### src/sv/esc_ram.sv
// Generic single-write, single-read RAM with registered read data.
// No dependencies.
`default_nettype none

module esc_ram #(
    parameter int WIDTH = 8,
    parameter int DEPTH = 64
) (
    input  wire logic                     clk,
    input  wire logic                     wr_en,
    input  wire logic [$clog2(DEPTH)-1:0] wr_addr,
    input  wire logic [WIDTH-1:0]         wr_data,
    input  wire logic                     rd_en,
    input  wire logic [$clog2(DEPTH)-1:0] rd_addr,
    output logic      [WIDTH-1:0]         rd_data
);

    logic [WIDTH-1:0] mem [DEPTH];

    // Write port
    always_ff @(posedge clk)
    begin
        if (wr_en)
        begin
            mem[wr_addr] <= wr_data;
        end
    end

    // Registered read port
    always_ff @(posedge clk)
    begin
        if (rd_en)
        begin
            rd_data <= mem[rd_addr];
        end
    end

endmodule

`default_nettype wire

### config.mk
export PLATFORM = sky130hd
export DESIGN_NAME = esc_ram
export DESIGN_NICKNAME = d
export VERILOG_FILES = /design/src/sv/esc_ram.sv
export SDC_FILE = /design/constraint.sdc
export NUM_CORES = 1
export LEC_CHECK = 0
export ABC_AREA = 1
export BUFFER_PORTS_ARGS = -buffer_cell sky130_fd_sc_hd__buf_4
export CORE_MARGIN = 4
export CORE_UTILIZATION = 57
export CTS_CLUSTER_DIAMETER = 60
export DETAILED_ROUTE_END_ITERATION = 16
export PLACE_DENSITY = 0.75
export SETUP_SLACK_MARGIN = 0.5
export SLEW_MARGIN = 30
export SYNTH_ARGS = -nofsm -noshare
export SYNTH_HDL_FRONTEND = slang
export SYNTH_SLANG_ARGS = --single-unit
export TNS_END_PERCENT = 100
### constraint.sdc
create_clock -name clk -period 5.05 [get_ports clk]
set_clock_uncertainty 0.2 [all_clocks]
set_input_delay 1.01 -clock clk [delete_from_list [all_inputs] [get_ports clk]]
set_output_delay 1.01 -clock clk [all_outputs]
set_load 0.01 [all_outputs]
-- After elaboration in Yosys (flattened, before gate mapping)
Memories as Yosys holds them, arrays and structs flattened. A register that Yosys moved wholly into a read port is not among the register bits.
Index checks and enable logic that the tools add are counted.
- RAM bits: 512
- input port bits: 23
- memories: 1
- flip-flop bits (word level): 0
- logic and storage cells: 3
- mux-type cells: 2
- memory list (name ; words ; width ; read ports ; clocked after memory_dff ; write ports ; line ; text):
    mem ; 64 ; 8 ; 1 ; 1 ; 1 ; 18 ; logic [WIDTH-1:0] mem [DEPTH];
- operators by type and width (operator ; count):
    $mux 1 ; 2

-- Depth between registers and ports, before layout
- depth in word-level cells: 2
- mapped depth: 12
- depth with buffers taken out: 9

-- Worst setup path before layout
No wires, ideal clock.
- path kind: input to register
- start: in wr_en
- end: mem mem[48][0] (enable)
- required time: 4455 ps
- path slack: 2074 ps
- data arrival time: 2381 ps
- stages on the path: 3
- cell sequence: clkbuf_1 nand4_1 nor4_1
- longest elaborated chain between the ends: 2
- ends and longest elaborated chain (what ; line ; text):
    start: declaration ; 10 ; input wire logic wr_en,
    $mux 1 ; 23 ; if (wr_en)
    $mux 1 (not written as such) ; 25 ; mem[wr_addr] <= wr_data;
    end: declaration ; 18 ;
Every way passes these cells.

==> out/metrics.cfg <==
[critical_path]
crit_arrival_ps=3270
cp-end-kind=flip-flop
path_buf_inv=3
worstPathCellList=buf_4 -> inv_4 -> buf_4 -> nand3_1 -> nand3_1 -> nand2_1 -> nand2_1 -> nand3_1 -> nand3_1 -> nand2_1
critPathLaunchType=input port
critPathMaxStageDelay_ps=670
cpLargestDelayFamily=buffers and inverters
slowest_stage=inv_4
cp_max_fo=81
crit_top_cell=nand3_1
critPathRequiredTime_ps=5150
critical_path_class=in2reg
r2r_slack_ps=3160

[global_routing]
grt_pass1_vias=13300
gr-total-overflow=0
grt_max_degree=143
grt_pass1_wl_um=76500
antenna_found_initial=0
track_usage_pct=24.2

[clocking]
root_buffer=clkbuf_16
cts-buffers-inserted=51
clock_path_buffers=3
cts_resized=0
clock-sinks=520
postCtsSetupBuffers=0
clk_latency_ps=560
h-tree-depth=2
path_clk_slew_ps=60
cts_tree=built
holdBufCountCts=0

[synthesis]
yosys.area.top_type=edfxtp_1
synth_seq_cells=520
yosys_warnings=0
synthCells=1805
synth_top_area_share_pct=72.9
synth-edff-count=520
synth.cells.most_frequent=nand2_1 (648), edfxtp_1 (520), nand3_1 (439), nor2_1 (56), buf_2 (37)
syn-num-nets=1828
synth_area_um2=21400
synth-main-ff-cell=edfxtp_1
synth_cell_types=15
synth-seq-area-share_pct=72.9
yosysMostFrequentCell=nand2_1
async_reset_ff_share_pct=0
syn_area_per_cell_um2=11.9
synth.area.top_cells=edfxtp_1 (73%), nand2_1 (11%), nand3_1 (10%), buf_6 (1.8%), nor2_1 (0.98%)

[routing]
wl_per_cell_um=21.4
drc=0
ant_nets=0
drt_pass1_iterations=5
routed_wirelength_um=50100
drt_iter0_drc=1813
vias=13700
vias_per_cell=5.87

[final_layout]
fin_cells=2336
fin_area_um2=23400
diodes=0
area_delta_synth_final_pct=9.12
drive_above_1_share_pct=6.88
layout.nets=1818
final_util_pct=63.4

[place]
place_congestion=0.849
dp.cells=2246
hpwl_um=27800
placed_area_um2=21700
portBuffers=30

[sta]
max_freq_ghz=0.315
slew_viol_final=0
hold_viol=0
period_minus_slack_ps=3170
setup-tns-final_ps=0
setup_viol=0
whs_ps=569
fin_crit_sh_pct=62.8
worst_pin_slew_ps=970
relSlewSlack_pct=35.3
rsz0062_at_grt=false

[run_status]
status=finished, final reports clean

[die]
num_rows=70
io_pins=31
start_util_pct=58.1
core_area_um2=36900
design.die.area_um2=40700
die_height_um=202
die_x_um=202

[pwr]
leakagePower_uw=0.00835
pwr_density_cell_nw_per_um2=395
ir_drop_uv=255

[run]
cap_violations=0

[hold_path]
hp-class=in2reg

cell type report:
type | count | area, um2
timing repair buffer | 50 | 417
clock buffer | 60 | 1310
fill | 2690 | 13500
inverter | 12 | 52.6
tap | 504 | 631
clock inverter | 30 | 397
multi-input combinational | 1160 | 4950
sequential | 520 | 15600
cell families (layout without fill, tap and decap cells):
family / after synthesis / in the layout / synth area share [%]
flip-flops: 520 / 520 / 72.9
buffers and inverters: 125 / 152 / 4.01
AND/OR/NAND/NOR: 1160 / 1160 / 23.1
registers in the layout (all words and copies together) (netlist names):
register and cells:
mem 512, rd_data 8
power by group:
| part | total [uW] | internal, uW | switching [uW] |
|---|---|---|---|
| sequential | 4800 | 4790 | 10.1 |
| combinational | 540 | 131 | 410 |
| clock | 3890 | 2350 | 1530 |
metal layers:
metal | GRT usage (%) | routed length, um | vias to the layer above
li1 | - | - | 6327
met1 | 34.5 | 19800 | 6540
met2 | 38.1 | 23600 | 746
met3 | 4.70 | 5150 | 109
met4 | 8.42 | 1580 | 0
met5 | 0 | 0 | -
path summary, 6_finish.rpt:
path                                  from    endpoint  cells past startpoint
worst max register to register  mem[54][2]  rd_data[2]                      8
worst max-delay path            rd_addr[1]  rd_data[4]                     10
worst min register to register   mem[8][1]  rd_data[1]                      8
worst min-delay path                 rd_en  rd_data[5]                      1
placed cells by master, fill, tap and decap left out:
master and instances:
inv_1 8, clkbuf_16 51, nand3_1 439, clkinvlp_4 2
inv_6 2, nor2_1 56, buf_6 1, buf_4 46
clkinv_2 7, buf_12 3, nand4_1 9, nor4_1 7
inv_4 1, nor4_2 1, clkbuf_1 9, edfxtp_1 520
inv_2 2, clkinv_1 10, nand2_1 648, bufinv_16 10
worst register-to-register path: cells and delay by family, from the launching register on:
family	cells	cell delay, ps
flip-flops	1	380
AND/OR/NAND/NOR	8	1040
through the flow:
step                setup WS, ps  power (uW)
finish                      1880        9220
global route                1750        9490
CTS                         1940        9240
detailed placement          1360        5420
global placement            1400        5410
floorplan                   2070        5220
Power figures use the tool's default switching activity.
