<file path="config.mk">
export PLATFORM = sky130hd
export DESIGN_NAME = esc_merge
export DESIGN_NICKNAME = d
export VERILOG_FILES = /design/src/sv/esc_pkg.sv /design/src/sv/esc_merge.sv
export SDC_FILE = /design/constraint.sdc
export NUM_CORES = 1
export LEC_CHECK = 0
export BUFFER_PORTS_ARGS = -buffer_cell sky130_fd_sc_hd__buf_2
export CAP_MARGIN = 5
export CORE_MARGIN = 1.5
export CORE_UTILIZATION = 55
export CTS_BUF_LIST = sky130_fd_sc_hd__clkbuf_8
export DETAILED_ROUTE_END_ITERATION = 7
export PLACE_DENSITY = 0.9
export SETUP_SLACK_MARGIN = 0.4
export SYNTH_ARGS = -nofsm -noshare
export SYNTH_HDL_FRONTEND = slang
export SYNTH_SLANG_ARGS = --single-unit
</file>
<file path="constraint.sdc">
create_clock -name clk -period 7.4 [get_ports clk]
set_clock_uncertainty 0.1 [all_clocks]
set_input_delay 0.74 -clock clk [delete_from_list [all_inputs] [get_ports clk]]
set_output_delay 0.74 -clock clk [all_outputs]
set_load 0.05 [all_outputs]
</file>
<file path="src/sv/esc_pkg.sv">
// Shared widths, payload types and the control group for the row
// expand-sort-compress block. No dependencies.
`default_nettype none

package esc_pkg;

    localparam int KEY_W        = 20;
    localparam int VAL_W        = 32;
    localparam int SUM_W        = 64;
    localparam int CAPACITY_DEF = 64;

    typedef logic        [KEY_W-1:0] key_t;
    typedef logic signed [VAL_W-1:0] val_t;
    typedef logic signed [SUM_W-1:0] sum_t;

    // Control from the sequencer to the merge unit
    typedef struct packed {
        logic new_row;   // forget the last emitted column
        logic restart;   // drop the candidate before a fresh scan
        logic sample;    // read data is valid this cycle
        logic advance;   // candidate becomes the last emitted column
    } merge_ctrl_t;

endpackage

`default_nettype wire

</file>
<file path="src/sv/esc_merge.sv">
// Shared compare-and-accumulate unit: over one scan of the store it finds the
// smallest column above the last one emitted and sums its products.
// Depends on esc_pkg.
`default_nettype none

module esc_merge (
    input  wire logic                 clk,
    input  wire logic                 rst_n,
    input  wire esc_pkg::merge_ctrl_t ctrl,
    input  wire esc_pkg::key_t        rd_key,
    input  wire esc_pkg::sum_t        rd_prod,
    output esc_pkg::key_t             cand_key,
    output esc_pkg::sum_t             cand_sum,
    output logic                      more
);

    import esc_pkg::*;

    key_t prev_key_reg, prev_key_next;
    logic has_prev_reg, has_prev_next;
    key_t cand_key_reg, cand_key_next;
    sum_t cand_sum_reg, cand_sum_next;
    logic found_reg,    found_next;
    logic more_reg,     more_next;
    logic eligible;

    // Compare, select and add for one stored product
    always_comb
    begin
        prev_key_next = prev_key_reg;
        has_prev_next = has_prev_reg;
        cand_key_next = cand_key_reg;
        cand_sum_next = cand_sum_reg;
        found_next    = found_reg;
        more_next     = more_reg;
        eligible      = !has_prev_reg || (rd_key > prev_key_reg);

        if (ctrl.sample && eligible)
        begin
            if (!found_reg || (rd_key < cand_key_reg))
            begin
                // new smallest column; the old candidate, if any, still waits
                cand_key_next = rd_key;
                cand_sum_next = rd_prod;
                more_next     = found_reg;
                found_next    = 1'b1;
            end
            else if (rd_key == cand_key_reg)
            begin
                cand_sum_next = cand_sum_reg + rd_prod;
            end
            else
            begin
                more_next = 1'b1;
            end
        end

        if (ctrl.advance)
        begin
            prev_key_next = cand_key_reg;
            has_prev_next = 1'b1;
        end
        if (ctrl.restart)
        begin
            found_next = 1'b0;
            more_next  = 1'b0;
        end
        if (ctrl.new_row)
        begin
            has_prev_next = 1'b0;
        end
    end

    // Control flags
    always_ff @(posedge clk or negedge rst_n)
    begin
        if (!rst_n)
        begin
            has_prev_reg <= 1'b0;
            found_reg    <= 1'b0;
            more_reg     <= 1'b0;
        end
        else
        begin
            has_prev_reg <= has_prev_next;
            found_reg    <= found_next;
            more_reg     <= more_next;
        end
    end

    // Payload
    always_ff @(posedge clk)
    begin
        prev_key_reg <= prev_key_next;
        cand_key_reg <= cand_key_next;
        cand_sum_reg <= cand_sum_next;
    end

    assign cand_key = cand_key_reg;
    assign cand_sum = cand_sum_reg;
    assign more     = more_reg;

endmodule

`default_nettype wire

</file>
[Word level (Yosys, flattened, before mapping)]
Index checks and enable logic that the tools add are counted.
Storage, ports and cells
  flip-flop bits (word level): 107
  logic and storage cells: 35
Cells by class
  add/subtract/negate cells: 1
  $lt $le $gt $ge: 2
  equality and inequality tests: 2
  muxes and demuxes: 11
  reduce and logical (&&, ||, !) cells: 13
Operators by type and width (count)
  two-way mux 64 bit: 2
  adder 64 bit: 1
  == test 20 bit: 1
  greater-than comparator 20 bit: 1
  < comparator 20 bit: 1
  two-way mux 1 bit: 9
  AND reduction 2 bit: 4
  nonzero test 2 bit: 4
  inequality test 3 bit (second input constant): 1
  zero test 1 bit: 2
  logical OR 1 bit: 2
  logical AND 1 bit: 1

[Logic depth before layout (Yosys ltp)]
  depth after elaboration: 5
  gate-level depth with buffers: 13
  gate-level depth less buffers: 11

[Least setup slack after synthesis]
No wires, ideal clock.
  path type: input -> register
  start: input rd_key[13]
  end: register cand_sum_reg[0], in the netlist cand_sum[0] (enable)
  setup time: 0.494 ns
  data arrival time: 5.206 ns
  required time: 6.806 ns
  path slack: 1.600 ns
  stages: 11
  path through: ha_1 a21o_1 a21o_1 a21oi_1 o221a_2 o211ai_1 nand2_1 buf_2 buf_4 a21oi_1 nor2b_1
On the way
  longest elaborated chain between the ends: 4
  elaborated cells between the ends (all ways): 8
  those cells by class: order compare: 2; eq/ne: 1; reduce/logical: 5
RTL lines
  start: declaration: line esc_merge.sv:10  | input wire esc_pkg::key_t rd_key,
  < comparator 20 bit or greater-than comparator 20 bit (tied branches): line esc_merge.sv:40, esc_merge.sv:36
  logical OR 1 bit, on equally long branches: line esc_merge.sv:40, esc_merge.sv:36
  nonzero test 2 bit (no source line) or logical AND 1 bit (tied branches)
  AND reduction 2 bit (no source line) *
  end signal: assignment: line esc_merge.sv:96  | cand_sum_reg <= cand_sum_next;
  end: declaration: line esc_merge.sv:22  | sum_t cand_sum_reg, cand_sum_next;
Mark *: on every way between the ends. The rest lies on a longest branch, timed or not.
A chain may end at the register's enable or synchronous reset.

[Final worst setup path]
  start: input rd_key[9]
  end: register cand_sum_reg[32], in the netlist cand_sum[32] (enable)
Same word-level chain as after synthesis.

==> parameters.txt <==
Parameter                              Value

Logic synthesis
  Netlist area before placement    8900 um2
  Count of warnings emitted by yosys    0
  FFs w/ async S/R, synth    2.80%
  Mean instance size in the synthesized netlist    9.19 um2
  Synth top area cells    edfxtp_1, ha_1, a21oi_1, nand2_1, o21ai_0
  Compound-cell area share of the yosys netlist    23.0%
  Count of different cell masters after synthesis    75
  Dominant combinational cell family by area after synthesis    compound AO/OA/AOI/OAI gates
  Post-synthesis cell count    968
  Library cell occupying the most area in the post-synthesis netlist    edfxtp_1
  Net Count, Synth    1162
  XOR/XNOR Fraction of Synth Area    5.12%
  Post-synthesis simple-gate area fraction    16.2%
  Sequential cell area fraction in the yosys report    35.9%
  Flip-flop and latch count after synthesis    107
  Adder-cell share of the synthesized area    14.7%
  Area fraction of the dominant cell type after synthesis    35.1%
  Fraction of synthesized area in multiplexers    0.619%
  Number of synthesized flops with an enable pin    104
  Dominant register cell in the synthesized netlist    edfxtp_1

Worst setup path
  Register-to-register setup slack    3.24 ns
  Endpoint type of the worst setup path    flip-flop
  RR Startpoint    cand_key[9]$_DFFE_PP_
  Worst Path Max Fanout    61
  Endpoint of the worst register-to-register path    cand_sum[32]$_DFFE_PP_
  Setup crit start kind    input port
  Critical path required time    7.36 ns
  Number of cell instances on the worst register-to-register path    11
  Arrival @ worst endpoint    4.13 ns
  Startpoint of the most critical setup path    rd_key[9]
  Worst Path Class, Setup    input port to flip-flop

Routing
  Metal-1 WL    9790 um
  Wire length per cell    16.7 um
  Router iterations before antenna repair    6
  Topmost layer with routed signal wires    met5
  Detailed-routed wire length on met2    10300 um
  Drc violations    0
  Post-route antenna net violation count    0
  Detail-routed via count per cell    6.00
  Routed via count    8021
  WL final    22300 um
  Detail Route met3 WL    1800 um
  DRC violation total after the first TritonRoute iteration    522

Clocking
  Clock latency of the later-clocked register in the worst-skew pair    0.41 ns
  Clk sinks    107
  Total number of H-tree levels    3
  Root Driver    clkbuf_8
  Clock transition at the register clock pins on the worst setup and hold paths after CTS    0.12 ns
  Number of CTS-inserted buffers    9
  Maximum clock insertion buffer count    2
  CTS tree    built

Timing
  Final cycle utilization of the critical path    56.4%
  Final total negative setup slack    0 ns
  Transition time at the pin with the least slew margin    0.982 ns
  Top achievable clock speed    240 MHz
  Number of setup violations in the final report    0
  Final-report hold violation count    0
  Final hold slack    0.373 ns
  Crit path time final    4.17 ns
  Final slew viol count    0
  RSZ-0062 raised after global routing    no
  Headroom to the max-slew limit    34.5%

Hold path
  Class of the tightest hold or removal check    input port to flip-flop
  Number of instances on the worst hold path    2
  Start point of the worst min-delay path    ctrl[3]
  Worst hold path endpoint    has_prev_reg$_DFFE_PN0P_

Global routing
  Global-route wire length before repair    36000 um
  Number of global-route vias before repair    7613
  Pin count of the biggest net entering global routing    84
  Total routing resource utilization after global routing    26.8%
  Antenna violations before repair    1
  Overflow left after global routing    0

Placed design
  Total instance count after detailed placement    1319
  Post-placement cell area    9870 um2
  Number of input and output port buffers inserted    174
  RePlAce Congestion    0.918
  Placed wire-length estimate    17300 um

Layout
  Final Core Density    63.7%
  Share of post-route cells with drive strength above 1    20.1%
  Top library cells by usage in the layout, fill and taps aside    buf_2, nand2_1, edfxtp_1
  Non-Filler Instances    1336
  Finished layout cell area    10100 um2
  Syn-to-layout area delta    13.2%
  Number of flip-flops in the largest register    64
  Leading cell type in the layout, fill and taps excluded    buf_2
  Nets    1309
  Number of antenna cells inserted    0

Die
  Height of the chip    130 um
  Core outline area    15800 um2
  Number of rows in the core area    46
  Starting Density    56.2%
  Top Ports    175
  Die area    17000 um2
  Horiz. Die Dim    130 um

Run
  Max-cap viol count    0

Power and ir drop
  Maximum ir drop on the vdd rail    132 uV
  Standby leakage power    4.54 nW
  Pwr Density    199 nW/um2

Status
  Run status    finished clean
==> layout make-up <==
class	count	area, um2
Fill cell	1329	5750
Multi-Input combinational cell	768	5330
Sequential cell	107	3200
Timing Repair Buffer	177	896
Tap cell	216	270
Inverter	52	195
Clock buffer	9	124
Clock inverter	7	68.8
==> report_power, final <==
part           switching, W  internal [W]
clock network      0.000241      0.000132
registers         0.0000315      0.000738
logic              0.000570      0.000293
total              0.000842       0.00116
==> layer usage <==
metal	vias to the layer above	track usage, %
met5	-	0
met4	2	8.89
met3	41	6.23
met2	317	43.8
met1	3749	35.2
li1	3912	-
==> worst max-delay path: stages <==
cell	delay (ns)
buf_2	0.12
ha_1	0.32
a21o_1	0.17
a21o_1	0.18
a21oi_1	0.21
o221a_2	0.22
o211ai_1	0.18
nand2_4	0.49
a21oi_1	0.15
nor2b_4	0.78
buf_4	0.54
==> timing repair <==
item | in CTS | in global routing
resized for setup | 0 | 0
hold endpoints to repair | 3 | 0
setup buffers | 0 | 0
hold buffers | 1 | 0
==> kinds of logic after synthesis <==
kind of cell | Yosys count
flops | 107
buf+inv | 93
mux | 5
compound gates | 315
simple gates | 292
fa+ha+maj | 104
xor+xnor | 52
==> per-stage QoR <==
step	total power (W)	setup WS (ns)
after floorplan	0.00144	1.60
final	0.00201	3.23
after global placement	0.00161	2.88
after detailed placement	0.00163	2.73
after CTS	0.00201	3.13
after global routing	0.00212	2.88
==> worst max-delay path by stage <==
stage,end,slack [ns],cells past startpoint
2_1_floorplan,cand_sum[0]$_DFFE_PP_,1.60,11
3_3_place_gp,cand_sum[32]$_DFFE_PP_,2.88,11
3_5_place_dp,cand_sum[32]$_DFFE_PP_,2.73,11
4_1_cts,cand_sum[32]$_DFFE_PP_,3.13,11
5_1_grt,cand_sum[33]$_DFFE_PP_,2.88,11
6_report,cand_sum[32]$_DFFE_PP_,3.23,11
==> cell usage after synthesis, drive strengths merged (6+ instances only) <==
| cell | count |
|---|---|
| nand2 | 115 |
| a211o | 6 |
| o21a | 16 |
| nor2b | 13 |
| clkbuf | 23 |
| and3 | 7 |
| nand3 | 22 |
| or2 | 6 |
| a21oi | 89 |
| a21o | 44 |
| inv | 52 |
| buf | 18 |
| ha | 103 |
| a31oi | 8 |
| nor2 | 47 |
| o21ai | 91 |
| nor3 | 16 |
| a211oi | 11 |
| nand4 | 32 |
| xnor2 | 26 |
| o21bai | 13 |
| edfxtp | 104 |
| xor2 | 26 |
(Power assumes the default switching activity.)
